===== src/cdq_pkg.sv =====
// shared codes and types for the circular deque
`default_nettype none
package cdq_pkg;

  localparam int unsigned WORD_W = 32;
  localparam int unsigned ACT_W  = 3;
  localparam int unsigned STAT_W = 2;

  // action codes
  localparam logic [ACT_W-1:0] ACT_PUSH_FRONT = 3'd0;
  localparam logic [ACT_W-1:0] ACT_PUSH_BACK  = 3'd1;
  localparam logic [ACT_W-1:0] ACT_POP_FRONT  = 3'd2;
  localparam logic [ACT_W-1:0] ACT_POP_BACK   = 3'd3;
  localparam logic [ACT_W-1:0] ACT_NOP        = 3'd4;

  // status codes
  localparam logic [STAT_W-1:0] ST_DONE  = 2'd0;
  localparam logic [STAT_W-1:0] ST_FULL  = 2'd1;
  localparam logic [STAT_W-1:0] ST_EMPTY = 2'd2;

  typedef enum logic [2:0] {
    S_IDLE  = 3'b001,
    S_FETCH = 3'b010,
    S_SEND  = 3'b100
  } state_t;

endpackage
`default_nettype wire


===== src/cdq_ifs.sv =====
// item channels of the circular deque
`default_nettype none
interface cdq_in_if;
  logic               valid;
  logic               ready;
  logic [2:0]         action;
  logic signed [31:0] push_value;

  modport source (output valid, output action, output push_value, input ready);
  modport sink   (input valid, input action, input push_value, output ready);
endinterface

interface cdq_out_if #(
  parameter int unsigned CW = 4
);
  logic               valid;
  logic               ready;
  logic [1:0]         status;
  logic signed [31:0] popped_value;
  logic signed [31:0] front_value;
  logic signed [31:0] rear_value;
  logic               is_empty;
  logic [CW-1:0]      fill_count;

  modport source (output valid, output status, output popped_value, output front_value,
                  output rear_value, output is_empty, output fill_count, input ready);
  modport sink   (input valid, input status, input popped_value, input front_value,
                  input rear_value, input is_empty, input fill_count, output ready);
endinterface
`default_nettype wire


===== src/cdq_ram.sv =====
// generic single-write, single-read ram with registered read data
`default_nettype none
module cdq_ram #(
  parameter int unsigned WIDTH = 32,
  parameter int unsigned DEPTH = 8
) (
  input  wire logic                     clk,
  input  wire logic                     we,
  input  wire logic [$clog2(DEPTH)-1:0] waddr,
  input  wire logic [WIDTH-1:0]         wdata,
  input  wire logic                     re,
  input  wire logic [$clog2(DEPTH)-1:0] raddr,
  output logic [WIDTH-1:0]              rdata
);

  logic [WIDTH-1:0] mem_r [DEPTH];
  logic [WIDTH-1:0] rdata_r;

  always_ff @(posedge clk) begin
    if (we) begin
      mem_r[waddr] <= wdata;
    end
    if (re) begin
      rdata_r <= mem_r[raddr];
    end
  end

  assign rdata = rdata_r;

endmodule
`default_nettype wire


===== src/circular_deque.sv =====
// circular deque: top level with ring controller
// A double-ended queue of 32-bit words held in a ring ram of DEPTH entries. Each input item
// carries one action (push front, push back, pop front, pop back, no operation) and gives one
// result item with the status, the popped word, the front and rear words, an empty flag and
// the fill count after the action. A push on a full queue or a pop on an empty one is refused
// and changes nothing. The front and rear words are kept in registers beside the ram, so most
// actions go from acceptance straight to the send state and load the output register there;
// a pop that leaves two or more words behind must first fetch the new end word from the ram
// through its registered read port in the fetch state. The send state waits while the output
// register still holds a result that has not been taken.
// One item is in work at a time; the next one is accepted while the previous result still
// waits in the output register.
`default_nettype none
module circular_deque
  import cdq_pkg::*;
#(
  parameter int unsigned DEPTH = 8
) (
  input  wire logic  clk,
  input  wire logic  rst_n,
  cdq_in_if.sink     in_ch,
  cdq_out_if.source  out_ch
);

  localparam int unsigned AW = $clog2(DEPTH);
  localparam int unsigned CW = $clog2(DEPTH + 1);
  localparam logic [AW-1:0] LAST_IDX = AW'(DEPTH - 1);
  localparam logic [CW-1:0] FULL_CNT = CW'(DEPTH);
  localparam logic [CW-1:0] ONE_CNT  = CW'(1);
  localparam logic [CW-1:0] TWO_CNT  = CW'(2);

  state_t              state_r, state_nxt;
  logic [AW-1:0]       head_r, head_nxt;
  logic [AW-1:0]       tail_r, tail_nxt;
  logic [CW-1:0]       count_r, count_nxt;
  logic [WORD_W-1:0]   front_r, front_nxt;
  logic [WORD_W-1:0]   rear_r, rear_nxt;
  logic [STAT_W-1:0]   stat_r, stat_nxt;
  logic [WORD_W-1:0]   popped_r, popped_nxt;
  logic                fetch_front_r, fetch_front_nxt;

  logic                out_valid_r;
  logic [STAT_W-1:0]   out_status_r;
  logic [WORD_W-1:0]   out_popped_r;
  logic [WORD_W-1:0]   out_front_r;
  logic [WORD_W-1:0]   out_rear_r;
  logic                out_empty_r;
  logic [CW-1:0]       out_count_r;

  logic                ram_we;
  logic [AW-1:0]       ram_waddr;
  logic [WORD_W-1:0]   ram_wdata;
  logic                ram_re;
  logic [AW-1:0]       ram_raddr;
  logic [WORD_W-1:0]   ram_rdata;

  logic                accept;
  logic                load_out;
  logic [AW-1:0]       head_up, head_dn, tail_up, tail_dn;

  function automatic logic [AW-1:0] step_up(input logic [AW-1:0] idx);
    step_up = (idx == LAST_IDX) ? '0 : idx + AW'(1);
  endfunction

  function automatic logic [AW-1:0] step_down(input logic [AW-1:0] idx);
    step_down = (idx == '0) ? LAST_IDX : idx - AW'(1);
  endfunction

  assign head_up = step_up(head_r);
  assign head_dn = step_down(head_r);
  assign tail_up = step_up(tail_r);
  assign tail_dn = step_down(tail_r);

  assign in_ch.ready = (state_r == S_IDLE);
  assign accept      = in_ch.valid && in_ch.ready;
  assign load_out    = (state_r == S_SEND) && (!out_valid_r || out_ch.ready);

  // reads and writes never share a cycle, so the ram needs no forwarding
  always_comb begin
    state_nxt       = state_r;
    head_nxt        = head_r;
    tail_nxt        = tail_r;
    count_nxt       = count_r;
    front_nxt       = front_r;
    rear_nxt        = rear_r;
    stat_nxt        = stat_r;
    popped_nxt      = popped_r;
    fetch_front_nxt = fetch_front_r;
    ram_we          = 1'b0;
    ram_waddr       = '0;
    ram_wdata       = in_ch.push_value;
    ram_re          = 1'b0;
    ram_raddr       = '0;

    case (state_r)
      S_IDLE: begin
        if (accept) begin
          stat_nxt   = ST_DONE;
          popped_nxt = '0;
          state_nxt  = S_SEND;
          case (in_ch.action)
            ACT_PUSH_FRONT, ACT_PUSH_BACK: begin
              if (count_r >= FULL_CNT) begin
                stat_nxt = ST_FULL;
              end else begin
                ram_we    = 1'b1;
                count_nxt = count_r + ONE_CNT;
                if (count_r == '0) begin
                  head_nxt  = '0;
                  tail_nxt  = '0;
                  ram_waddr = '0;
                  front_nxt = in_ch.push_value;
                  rear_nxt  = in_ch.push_value;
                end else if (in_ch.action == ACT_PUSH_FRONT) begin
                  head_nxt  = head_dn;
                  ram_waddr = head_dn;
                  front_nxt = in_ch.push_value;
                end else begin
                  tail_nxt  = tail_up;
                  ram_waddr = tail_up;
                  rear_nxt  = in_ch.push_value;
                end
              end
            end
            ACT_POP_FRONT: begin
              if (count_r == '0) begin
                stat_nxt = ST_EMPTY;
              end else begin
                popped_nxt = front_r;
                count_nxt  = count_r - ONE_CNT;
                if (count_r == ONE_CNT) begin
                  head_nxt = '0;
                  tail_nxt = '0;
                end else if (count_r == TWO_CNT) begin
                  head_nxt  = head_up;
                  front_nxt = rear_r;
                end else begin
                  head_nxt        = head_up;
                  ram_re          = 1'b1;
                  ram_raddr       = head_up;
                  fetch_front_nxt = 1'b1;
                  state_nxt       = S_FETCH;
                end
              end
            end
            ACT_POP_BACK: begin
              if (count_r == '0) begin
                stat_nxt = ST_EMPTY;
              end else begin
                popped_nxt = rear_r;
                count_nxt  = count_r - ONE_CNT;
                if (count_r == ONE_CNT) begin
                  head_nxt = '0;
                  tail_nxt = '0;
                end else if (count_r == TWO_CNT) begin
                  tail_nxt = tail_dn;
                  rear_nxt = front_r;
                end else begin
                  tail_nxt        = tail_dn;
                  ram_re          = 1'b1;
                  ram_raddr       = tail_dn;
                  fetch_front_nxt = 1'b0;
                  state_nxt       = S_FETCH;
                end
              end
            end
            default: begin
              // no operation, unused codes included
            end
          endcase
        end
      end
      S_FETCH: begin
        if (fetch_front_r) begin
          front_nxt = ram_rdata;
        end else begin
          rear_nxt = ram_rdata;
        end
        state_nxt = S_SEND;
      end
      S_SEND: begin
        if (load_out) begin
          state_nxt = S_IDLE;
        end
      end
      default: begin
        state_nxt = S_IDLE;
      end
    endcase
  end

  always_ff @(posedge clk) begin
    if (!rst_n) begin
      state_r     <= S_IDLE;
      head_r      <= '0;
      tail_r      <= '0;
      count_r     <= '0;
      out_valid_r <= 1'b0;
    end else begin
      state_r <= state_nxt;
      head_r  <= head_nxt;
      tail_r  <= tail_nxt;
      count_r <= count_nxt;
      if (load_out) begin
        out_valid_r <= 1'b1;
      end else if (out_ch.ready) begin
        out_valid_r <= 1'b0;
      end
    end
  end

  always_ff @(posedge clk) begin
    front_r       <= front_nxt;
    rear_r        <= rear_nxt;
    stat_r        <= stat_nxt;
    popped_r      <= popped_nxt;
    fetch_front_r <= fetch_front_nxt;
    if (load_out) begin
      out_status_r <= stat_r;
      out_popped_r <= popped_r;
      out_front_r  <= (count_r == '0) ? '0 : front_r;
      out_rear_r   <= (count_r == '0) ? '0 : rear_r;
      out_empty_r  <= (count_r == '0);
      out_count_r  <= count_r;
    end
  end

  cdq_ram #(
    .WIDTH (WORD_W),
    .DEPTH (DEPTH)
  ) u_ring (
    .clk   (clk),
    .we    (ram_we),
    .waddr (ram_waddr),
    .wdata (ram_wdata),
    .re    (ram_re),
    .raddr (ram_raddr),
    .rdata (ram_rdata)
  );

  assign out_ch.valid        = out_valid_r;
  assign out_ch.status       = out_status_r;
  assign out_ch.popped_value = out_popped_r;
  assign out_ch.front_value  = out_front_r;
  assign out_ch.rear_value   = out_rear_r;
  assign out_ch.is_empty     = out_empty_r;
  assign out_ch.fill_count   = out_count_r;

endmodule
`default_nettype wire


===== src/flat_wrapper.sv =====
// flat-port wrapper written by rule: the top's interface ports become plain ports
module circular_deque_flat import cdq_pkg::*;
#(
  parameter int unsigned DEPTH = 8
)
  (clk, rst_n, in_ch_valid, in_ch_action, in_ch_push_value, in_ch_ready, out_ch_valid, out_ch_status, out_ch_popped_value, out_ch_front_value, out_ch_rear_value, out_ch_is_empty, out_ch_fill_count, out_ch_ready);
  cdq_in_if in_ch_i ();
  cdq_out_if #(.CW((4))) out_ch_i ();
  input  wire logic clk;
  input  wire logic rst_n;
  input wire logic [$bits(in_ch_i.valid)-1:0] in_ch_valid;
  input wire logic [$bits(in_ch_i.action)-1:0] in_ch_action;
  input wire logic [$bits(in_ch_i.push_value)-1:0] in_ch_push_value;
  output wire logic [$bits(in_ch_i.ready)-1:0] in_ch_ready;
  output wire logic [$bits(out_ch_i.valid)-1:0] out_ch_valid;
  output wire logic [$bits(out_ch_i.status)-1:0] out_ch_status;
  output wire logic [$bits(out_ch_i.popped_value)-1:0] out_ch_popped_value;
  output wire logic [$bits(out_ch_i.front_value)-1:0] out_ch_front_value;
  output wire logic [$bits(out_ch_i.rear_value)-1:0] out_ch_rear_value;
  output wire logic [$bits(out_ch_i.is_empty)-1:0] out_ch_is_empty;
  output wire logic [$bits(out_ch_i.fill_count)-1:0] out_ch_fill_count;
  input wire logic [$bits(out_ch_i.ready)-1:0] out_ch_ready;
  assign in_ch_i.valid = in_ch_valid;
  assign in_ch_i.action = in_ch_action;
  assign in_ch_i.push_value = in_ch_push_value;
  assign in_ch_ready = in_ch_i.ready;
  assign out_ch_valid = out_ch_i.valid;
  assign out_ch_status = out_ch_i.status;
  assign out_ch_popped_value = out_ch_i.popped_value;
  assign out_ch_front_value = out_ch_i.front_value;
  assign out_ch_rear_value = out_ch_i.rear_value;
  assign out_ch_is_empty = out_ch_i.is_empty;
  assign out_ch_fill_count = out_ch_i.fill_count;
  assign out_ch_i.ready = out_ch_ready;
  circular_deque #(.DEPTH(DEPTH)) u_core (.clk(clk), .rst_n(rst_n), .in_ch(in_ch_i), .out_ch(out_ch_i));
endmodule

===== config.mk =====
export PLATFORM = sky130hd
export DESIGN_NAME = circular_deque_flat
export DESIGN_NICKNAME = d
export VERILOG_FILES = /design/src/cdq_pkg.sv /design/src/cdq_ifs.sv /design/src/cdq_ram.sv /design/src/circular_deque.sv /design/src/flat_wrapper.sv
export SDC_FILE = /design/constraint.sdc
export NUM_CORES = 1
export LEC_CHECK = 0
export ABC_AREA = 1
export BUFFER_PORTS_ARGS = -buffer_cell sky130_fd_sc_hd__buf_2
export CORE_MARGIN = 4
export CORE_UTILIZATION = 61
export DETAILED_ROUTE_END_ITERATION = 7
export PLACE_DENSITY = 0.8
export SLEW_MARGIN = 25
export SYNTH_ARGS = -nofsm -noshare
export SYNTH_HDL_FRONTEND = slang
export SYNTH_SLANG_ARGS = --single-unit

===== constraint.sdc =====
create_clock -name clk -period 12.45 [get_ports clk]
set_input_delay 0.6225 -clock clk [delete_from_list [all_inputs] [get_ports clk]]
set_output_delay 0.6225 -clock clk [all_outputs]
set_load 0.1 [all_outputs]

==> summary.md, run 1 <==
| Metric | Value |
|---|---|
| Status | completed |
| Global-route wire length before repair | 76,900 um |
| Layout Area Growth over Synthesis | 12.1% |
| Die Area | 38,800 um2 |
| Met2 track demand over resource | 0.408 |
| Total gr overflow | 0 |
| VDD IR max | approximately 0.17 mV |
| Comb power frac | 0.127 |
| Avg Cell Area, Syn | 10.9 um2 |
| # DRC | 0 |
| Post-synth top area cell | edfxtp_1 |
| Pleak | ~10 nW |
| Largest net degree at the start of global routing | 110 |
| CP Class | flip-flop to flip-flop |
| GRT Total Usage | 0.250 |
| Synthesized flop and latch total | 504 |
| Final ANT Viol Nets | 0 |
| GRT met3 Usage | 0.0507 |
| Critical path endpoint category | flip-flop |
| Dpl cells | 2,522 |
| Max-Cap Viols | 0 |
| Clk pwr share | 0.355 |
| Met1 Track Usage GR | 0.350 |
| Power per cell area | ~160 nW/um2 |
| Top FF cell, synth | edfxtp_1 |
| CTS sink cnt | 504 |
| Core area | 34,900 um2 |
| Vias | roughly 15k |
| R2r worst-path depth | 8 |
| Worst EP required | 12.65 ns |
| Yosys top cell area share | 0.675 |
| Root Buffer | clkbuf_16 |
| CTS tree | built |
| Skew-Pair Late Insertion Delay | between 0.5 and 0.6 ns |
| RSZ-0062 raised after global routing | false |
| Mapped Nets | 2,049 |
| Non-filler cells, final | 2,610 |
| Fin util | 0.700 |
| Slew HR | 0.330 |
| CP max FO | 68 |
| Most Crowded Layer GR | met2 |
| Slowest stage delay, CP | 0.69 ns |
| Initial Utilization | 0.625 |
| Fin crit share | 0.304 |
| Hold-fix buffers at CTS | 0 |
| Commonest cells in the netlist | 490 x edfxtp_1, 385 x inv_1, 342 x nand2_1 |
| Count of buffers from port buffering | 143 |
| R2r setup slk | a little under 9 ns |
| CP Launch Type | flip-flop |
| Number of synthesized flops with an enable pin | 490 |
| Tightest Pin Transition | 1.01 ns |
| Nets | roughly 2.2k |
| Min Tclk post-route | ~3.8 ns |
| Die height | 197 um |
| Antenna cells | 0 |
| Cell family with most CP delay | buffers and inverters |
| R2r startpoint | u_core.count_r[0] |
| Synth Cell Area | around 22,000 um2 |
| Min Hold Slack | between 0.3 and 0.4 ns |
| Flop pwr share | 0.518 |
| Row count | 68 |
| Antenna violations before repair | 5 |
| Vias per cell | 5.63 |
| Share of layout cells above drive strength 1 | 0.123 |
| Synth cell types | 35 |
| Io pins | around 140 |
| Per-cell routed wire length | approximately 19 um |
| Hold-critical path endpoint | u_core.u_ring.mem_r[5][18] |
| GPL Wtd Cong | 0.832 |
| Most frequent cell after synthesis | edfxtp_1 |
| HP Start | in_ch_push_value[18] |
| Synth Instances | 1,998 |
| Htree depth | 2 |
| Ys Warns | 0 |
| Switch Pwr | roughly 0.0010 W |
| Crit-path cells | inv_1 > ha_1 > nand2_2 > clkinv_2 > nor2_1 > o211ai_1 > nor2_2 > buf_4 |
| First-pass DRT Iterations | 5 |
| Post-CTS Setup Bufs | 0 |
| Sw frac | 0.267 |
| Number of global-route vias before repair | 14.3k |
| Initial DRC Count | between 1.5k and 2k |
| Int Power | roughly 0.0029 W |
| Synth async-reset ratio | 0 |
| Post-CTS Resized | 0 |
| Die width | 197 um |
| Hold path cells | 1 |
| Ranking of synthesized cells by area | edfxtp_1 67%, inv_1 6.6%, nand2_1 5.9%, nand3_1 5.3%, o21ai_0 2.5% |
| Cts bufs inserted | 48 |
| Reg-to-reg endpoint | u_core.u_ring.mem_r[5][15] |
| Crit path DAT | about 4 ns |
| Worst path depth | 8 |
| Clock Tree Buf Depth | 3 |
| Routed WL | between 40,000 and 50,000 um |
| Hold Fails Final Rpt | 0 |
| Critical Path Slowest Stage Cell | clkinv_2 |
| Skew final | 0.0214 ns |
| Min-delay worst type | primary input to flip-flop |
| Fmax | about 260 MHz |
| Fin. max-slew vios | 0 |
| Total Neg Setup Slack | 0 ns |
| Setup violators final | 0 |
| Clock transition at the registers of the reported paths | 0.06 ns |
| Filler Cell Count | 2,375 |
| WP buf/inv | 3 |
| Seq/Total Area, Yosys | 0.688 |
| Post-DP HPWL | 28,800 um |
## registers in the layout, indices dropped and copies added (netlist names), 3 cells and up
signal / count
u_core.out_ch.fill_count: 4
u_core.out_ch.popped_value: 32
u_core.out_ch.rear_value: 32
u_core.out_ch.front_value: 32
u_core.front_r: 32
u_core.head_r: 3
u_core.popped_r: 32
u_core.state_r: 3
u_core.tail_r: 3
u_core.rear_r: 32
u_core.u_ring.rdata: 32
u_core.u_ring.mem_r: 256
u_core.count_r: 4
## power by group through the flow
stage	logic, W	clock network (W)	registers (W)
2_1_floorplan	0.000237	0	0.00218
3_3_place_gp	0.000457	0	0.00206
3_5_place_dp	0.000489	0	0.00207
4_1_cts	0.000494	0.00141	0.00203
5_1_grt	0.000538	0.00148	0.00204
6_report	0.000497	0.00139	0.00203
## metal layers
layer	part of all wire	routed length, um	vias up
met3	0.098	4820	96
met2	0.48	23400	775
met5	0.00094	46	-
li1	-	-	6897
met1	0.40	19800	6920
met4	0.021	1030	10
## worst register-to-register path, stage by stage (launching register included)
cell	delay, ns
dfxtp_1	0.48
inv_1	0.15
ha_1	0.26
nand2_2	0.18
clkinv_2	0.69
nor2_1	0.38
o211ai_1	0.30
nor2_2	0.45
buf_4	0.50
## cell type report
type | count | area (um2) | area share
Sequential cell | 504 | 15000 | 0.614
Clock inverter | 31 | 224 | 0.00917
Clock buffer | 57 | 1260 | 0.0514
Multi-Input combinational cell | 1007 | 4960 | 0.203
Tap cell | 455 | 569 | 0.0233
Inverter | 386 | 1450 | 0.0594
Timing Repair Buffer | 170 | 973 | 0.0398
## placed cells by master (no fill, tap or decap), types with 3 or more instances in the layout
master,netlist,routed
nand2_1,342,341
nand4_1,3,3
bufinv_16,0,3
edfxtp_1,490,490
nand3_1,231,230
clkbuf_1,48,8
nor3_1,4,4
nor2_2,3,11
clkinv_1,0,14
clkinv_2,0,12
inv_1,385,384
dfxtp_1,14,14
buf_2,38,143
o211ai_1,33,33
clkbuf_16,0,49
a21oi_1,43,41
nand3b_1,33,33
nor2_1,143,134
a22o_1,32,32
nand2_2,3,3
inv_6,0,3
buf_4,7,22
ha_1,12,12
o21ai_0,109,109
nor2_4,3,4
## through the flow
stage          setup WS [ns]  instance area (um2)  power, W
5_1_grt                 8.40                24400   0.00406
4_1_cts                 8.53                24400   0.00393
3_5_place_dp            8.28                22900   0.00255
6_report                8.66                24400   0.00392
2_1_floorplan           1.09                21800   0.00242
3_3_place_gp            8.46                22900   0.00252
## kinds of logic after synthesis
group | Yosys count | share of synthesized area
multiplexers | 1 | 0.000459
AND/OR/NAND/NOR | 768 | 0.154
flip-flops | 504 | 0.688
XOR/XNOR | 2 | 0.000804
AO/OA/AOI/OAI | 224 | 0.0615
adder cells (fa/ha/maj) | 12 | 0.00689
buffers and inverters | 487 | 0.0883
## how the worst max path moves through the flow
stage,start,to,slack (ns)
after floorplan,u_core.out_ch.valid,u_core.out_ch.fill_count[0],1.09
after global placement,in_ch_action[1],u_core.u_ring.rdata[28],8.46
after detailed placement,in_ch_action[1],u_core.u_ring.rdata[26],8.28
after CTS,u_core.count_r[0],u_core.u_ring.rdata[26],8.53
after global routing,u_core.count_r[0],u_core.u_ring.mem_r[5][15],8.40
final,u_core.count_r[0],u_core.u_ring.mem_r[5][15],8.66
(Power assumes the default switching activity.)
==> run 2, diff against run 1 <==
==> constraint.sdc (replaced) <==
create_clock -name clk -period 3.7 [get_ports clk]
set_input_delay 0.185 -clock clk [delete_from_list [all_inputs] [get_ports clk]]
set_output_delay 0.185 -clock clk [all_outputs]
set_load 0.1 [all_outputs]
==> run 2 against run 1 <==
Combinational power grew to 3.4 times the previous value; via count grew 1.9%; sequential cell count is the same; maximum frequency increased by 29%; register-to-register slack got worse by 7.9 ns; sequential share of layout area is 1.1 points lower; non-clock buffer count is 41 higher; die area did not move; sequential power grew to 3.4 times the previous value; power rose to 3.4 times the previous value; final cell count grew 1.5%; critical path type unchanged; largest power group unchanged.
==> summary.md, run 2 (synthesis results as in run 1) <==
| Metric | Value |
|---|---|
| Fin util | 0.713 |
| Power per cell area | 531 nW/um2 |
| Die width | 197 um |
| Max reg flops | between 200 and 300 |
| Number of global-route vias before repair | 14.5k |
| Commonest non-fill, non-tap cell in the layout | edfxtp_1 |
| CTS tree | built |
| Pleak | 10.5 nW |
| Initial Utilization | 0.625 |
| Die height | 197 um |
| Hold Fails Final Rpt | 0 |
| Largest net degree at the start of global routing | 130 |
| Reg-to-reg endpoint | u_core.u_ring.rdata[30] |
| Clk pwr share | 0.357 |
| Min Tclk post-route | roughly 2.9 ns |
| Top reg by flops | u_core.u_ring.mem_r |
| Vias per cell | 5.65 |
| Core area | 34,900 um2 |
| Hold path cells | 4 |
| Die Area | 38,800 um2 |
| Routed WL | ~50,000 um |
| Layout Area Growth over Synthesis | 14.1% |
| Vias | around 15k |
| Int Power | 0.00969 W |
| Sw frac | 0.267 |
| GPL Wtd Cong | 0.857 |
| Worst setup startpoint | u_core.count_r[0] |
| R2r setup slk | 0.77 ns |
| Slew HR | 0.421 |
| Antenna cells | 0 |
| R2r worst-path depth | 13 |
| CP max FO | 129 |
| Post-DP Area | about 23,000 um2 |
| Skew final | 0.0141 ns |
| Final ANT Viol Nets | 0 |
| Final instance area | roughly 25,000 um2 |
| Worst EP required | 4.13 ns |
| Total gr overflow | 0 |
| Antenna violations before repair | 2 |
| Io pins | 144 |
| Min-delay worst type | primary input to flip-flop |
| CP endpoint | u_core.u_ring.rdata[30] |
| Initial DRC Count | approximately 1.8k |
| Share of layout cells above drive strength 1 | 0.126 |
| GRT Total Usage | 0.249 |
| Per-cell routed wire length | 18.6 um |
| Setup violators final | 0 |
| Highest-count cells in the layout ignoring fill and taps | 490 x edfxtp_1, 383 x inv_1, 341 x nand2_1 |
| CP Launch Type | flip-flop |
| Fin. max-slew vios | 0 |
| Cts bufs inserted | 48 |
| Nets | 2,209 |
| VDD IR max | approximately 0.53 mV |
| First-pass DRT Iterations | 8 |
| Tightest Pin Transition | 0.868 ns |
| Max-Cap Viols | 0 |
| Status | completed |
| Crit path DAT | 3.36 ns |
| Root Buffer | clkbuf_16 |
| Fin crit share | 0.791 |
| R2r startpoint | u_core.count_r[0] |
| Htree depth | 2 |
| Post-DP HPWL | between 20,000 and 30,000 um |
| Critical path endpoint category | flip-flop |
| Clock transition at the registers of the reported paths | 0.07 ns |
| Switch Pwr | 0.00352 W |
| Flop pwr share | 0.517 |
| CP Class | flip-flop to flip-flop |
| CTS sink cnt | 504 |
| Fmax | between 300 and 400 MHz |
| Comb power frac | 0.126 |
| RSZ-0062 raised after global routing | false |
| Row count | 68 |
| Count of buffers from port buffering | between 100 and 150 |
| # DRC | 0 |
| Skew-Pair Late Insertion Delay | 0.57 ns |
| Global-route wire length before repair | slightly below 80,000 um |
| Min Hold Slack | 0.233 ns |
| Post-CTS Resized | 0 |
| Clock Tree Buf Depth | 3 |
-- run 2: changes by cell type in the layout (fill, tap and decap cells not counted), sizes merged --
cell         before  now
clkinv           26   16
buf             170  176
dlygate4sd3       0   35
inv             388  390
clkinvlp          0    5
clkbuf           57   58
-- run 2: area by class of cell --
class / instances / area (um2)
clock buffers: 58 / 1260
fillers: 2329 / 10000
well taps: 455 / 569
repair buffers: 211 / 1390
clock inverters: 28 / 241
multi-input cells: 1007 / 4970
inverters: 386 / 1450
flip-flops and latches: 504 / 15000
-- run 2: worst max-delay path, cell delays in order, from the launching register on --
cell and delay [ns]:
dfxtp_1 0.42, inv_1 0.12, ha_1 0.25, nand2_2 0.16
nand2_1 0.14, nor2_4 0.18, buf_12 0.45, nand2_2 0.21
buf_12 0.26, nand2_1 0.09, nand3_1 0.09, nand2_1 0.14
nand2_1 0.08, nand2_1 0.09
-- run 2: repair_timing --
action | CTS | global route
hold endpoints to repair | 268 | 0
buffers inserted | 0 | 0
hold buffers | 35 | 0
-- run 2: power groups by stage --
stage	clock, W	sequential [W]	combinational (W)
after detailed placement	0	0.00695	0.00161
after global placement	0	0.00693	0.00157
after floorplan	0	0.00733	0.000800
final	0.00472	0.00683	0.00167
after global routing	0.00501	0.00686	0.00181
after CTS	0.00477	0.00683	0.00166
-- run 2: routing by layer --
layer	part of all wire	routed length, um	track usage
met4	0.021	1060	0.0711
met5	0.00055	27	0
met3	0.10	4930	0.0471
met1	0.40	19900	0.354
met2	0.47	23300	0.402
-- run 2: worst min-delay path by stage --
stage	startpoint	to	slack (ns)
floorplan	in_ch_push_value[0]	u_core.u_ring.mem_r[0][0]	0.28
global placement	u_core.popped_r[18]	u_core.out_ch.popped_value[18]	0.40
detailed placement	u_core.popped_r[15]	u_core.out_ch.popped_value[15]	0.40
CTS	in_ch_action[2]	u_core.count_r[0]	0.21
global route	in_ch_action[2]	u_core.count_r[0]	0.25
finish	in_ch_action[2]	u_core.count_r[0]	0.23
-- run 2: metrics by stage --
step	std cells	worst slack, ns	TNS [ns]	total power (W)
2_1_floorplan	1998	-0.619	-63.81	0.00813
3_3_place_gp	2528	1.05	0	0.00850
3_5_place_dp	2528	0.914	0	0.00856
4_1_cts	2649	0.835	0	0.0133
5_1_grt	2649	0.589	0	0.0137
6_report	2649	0.774	0	0.0132
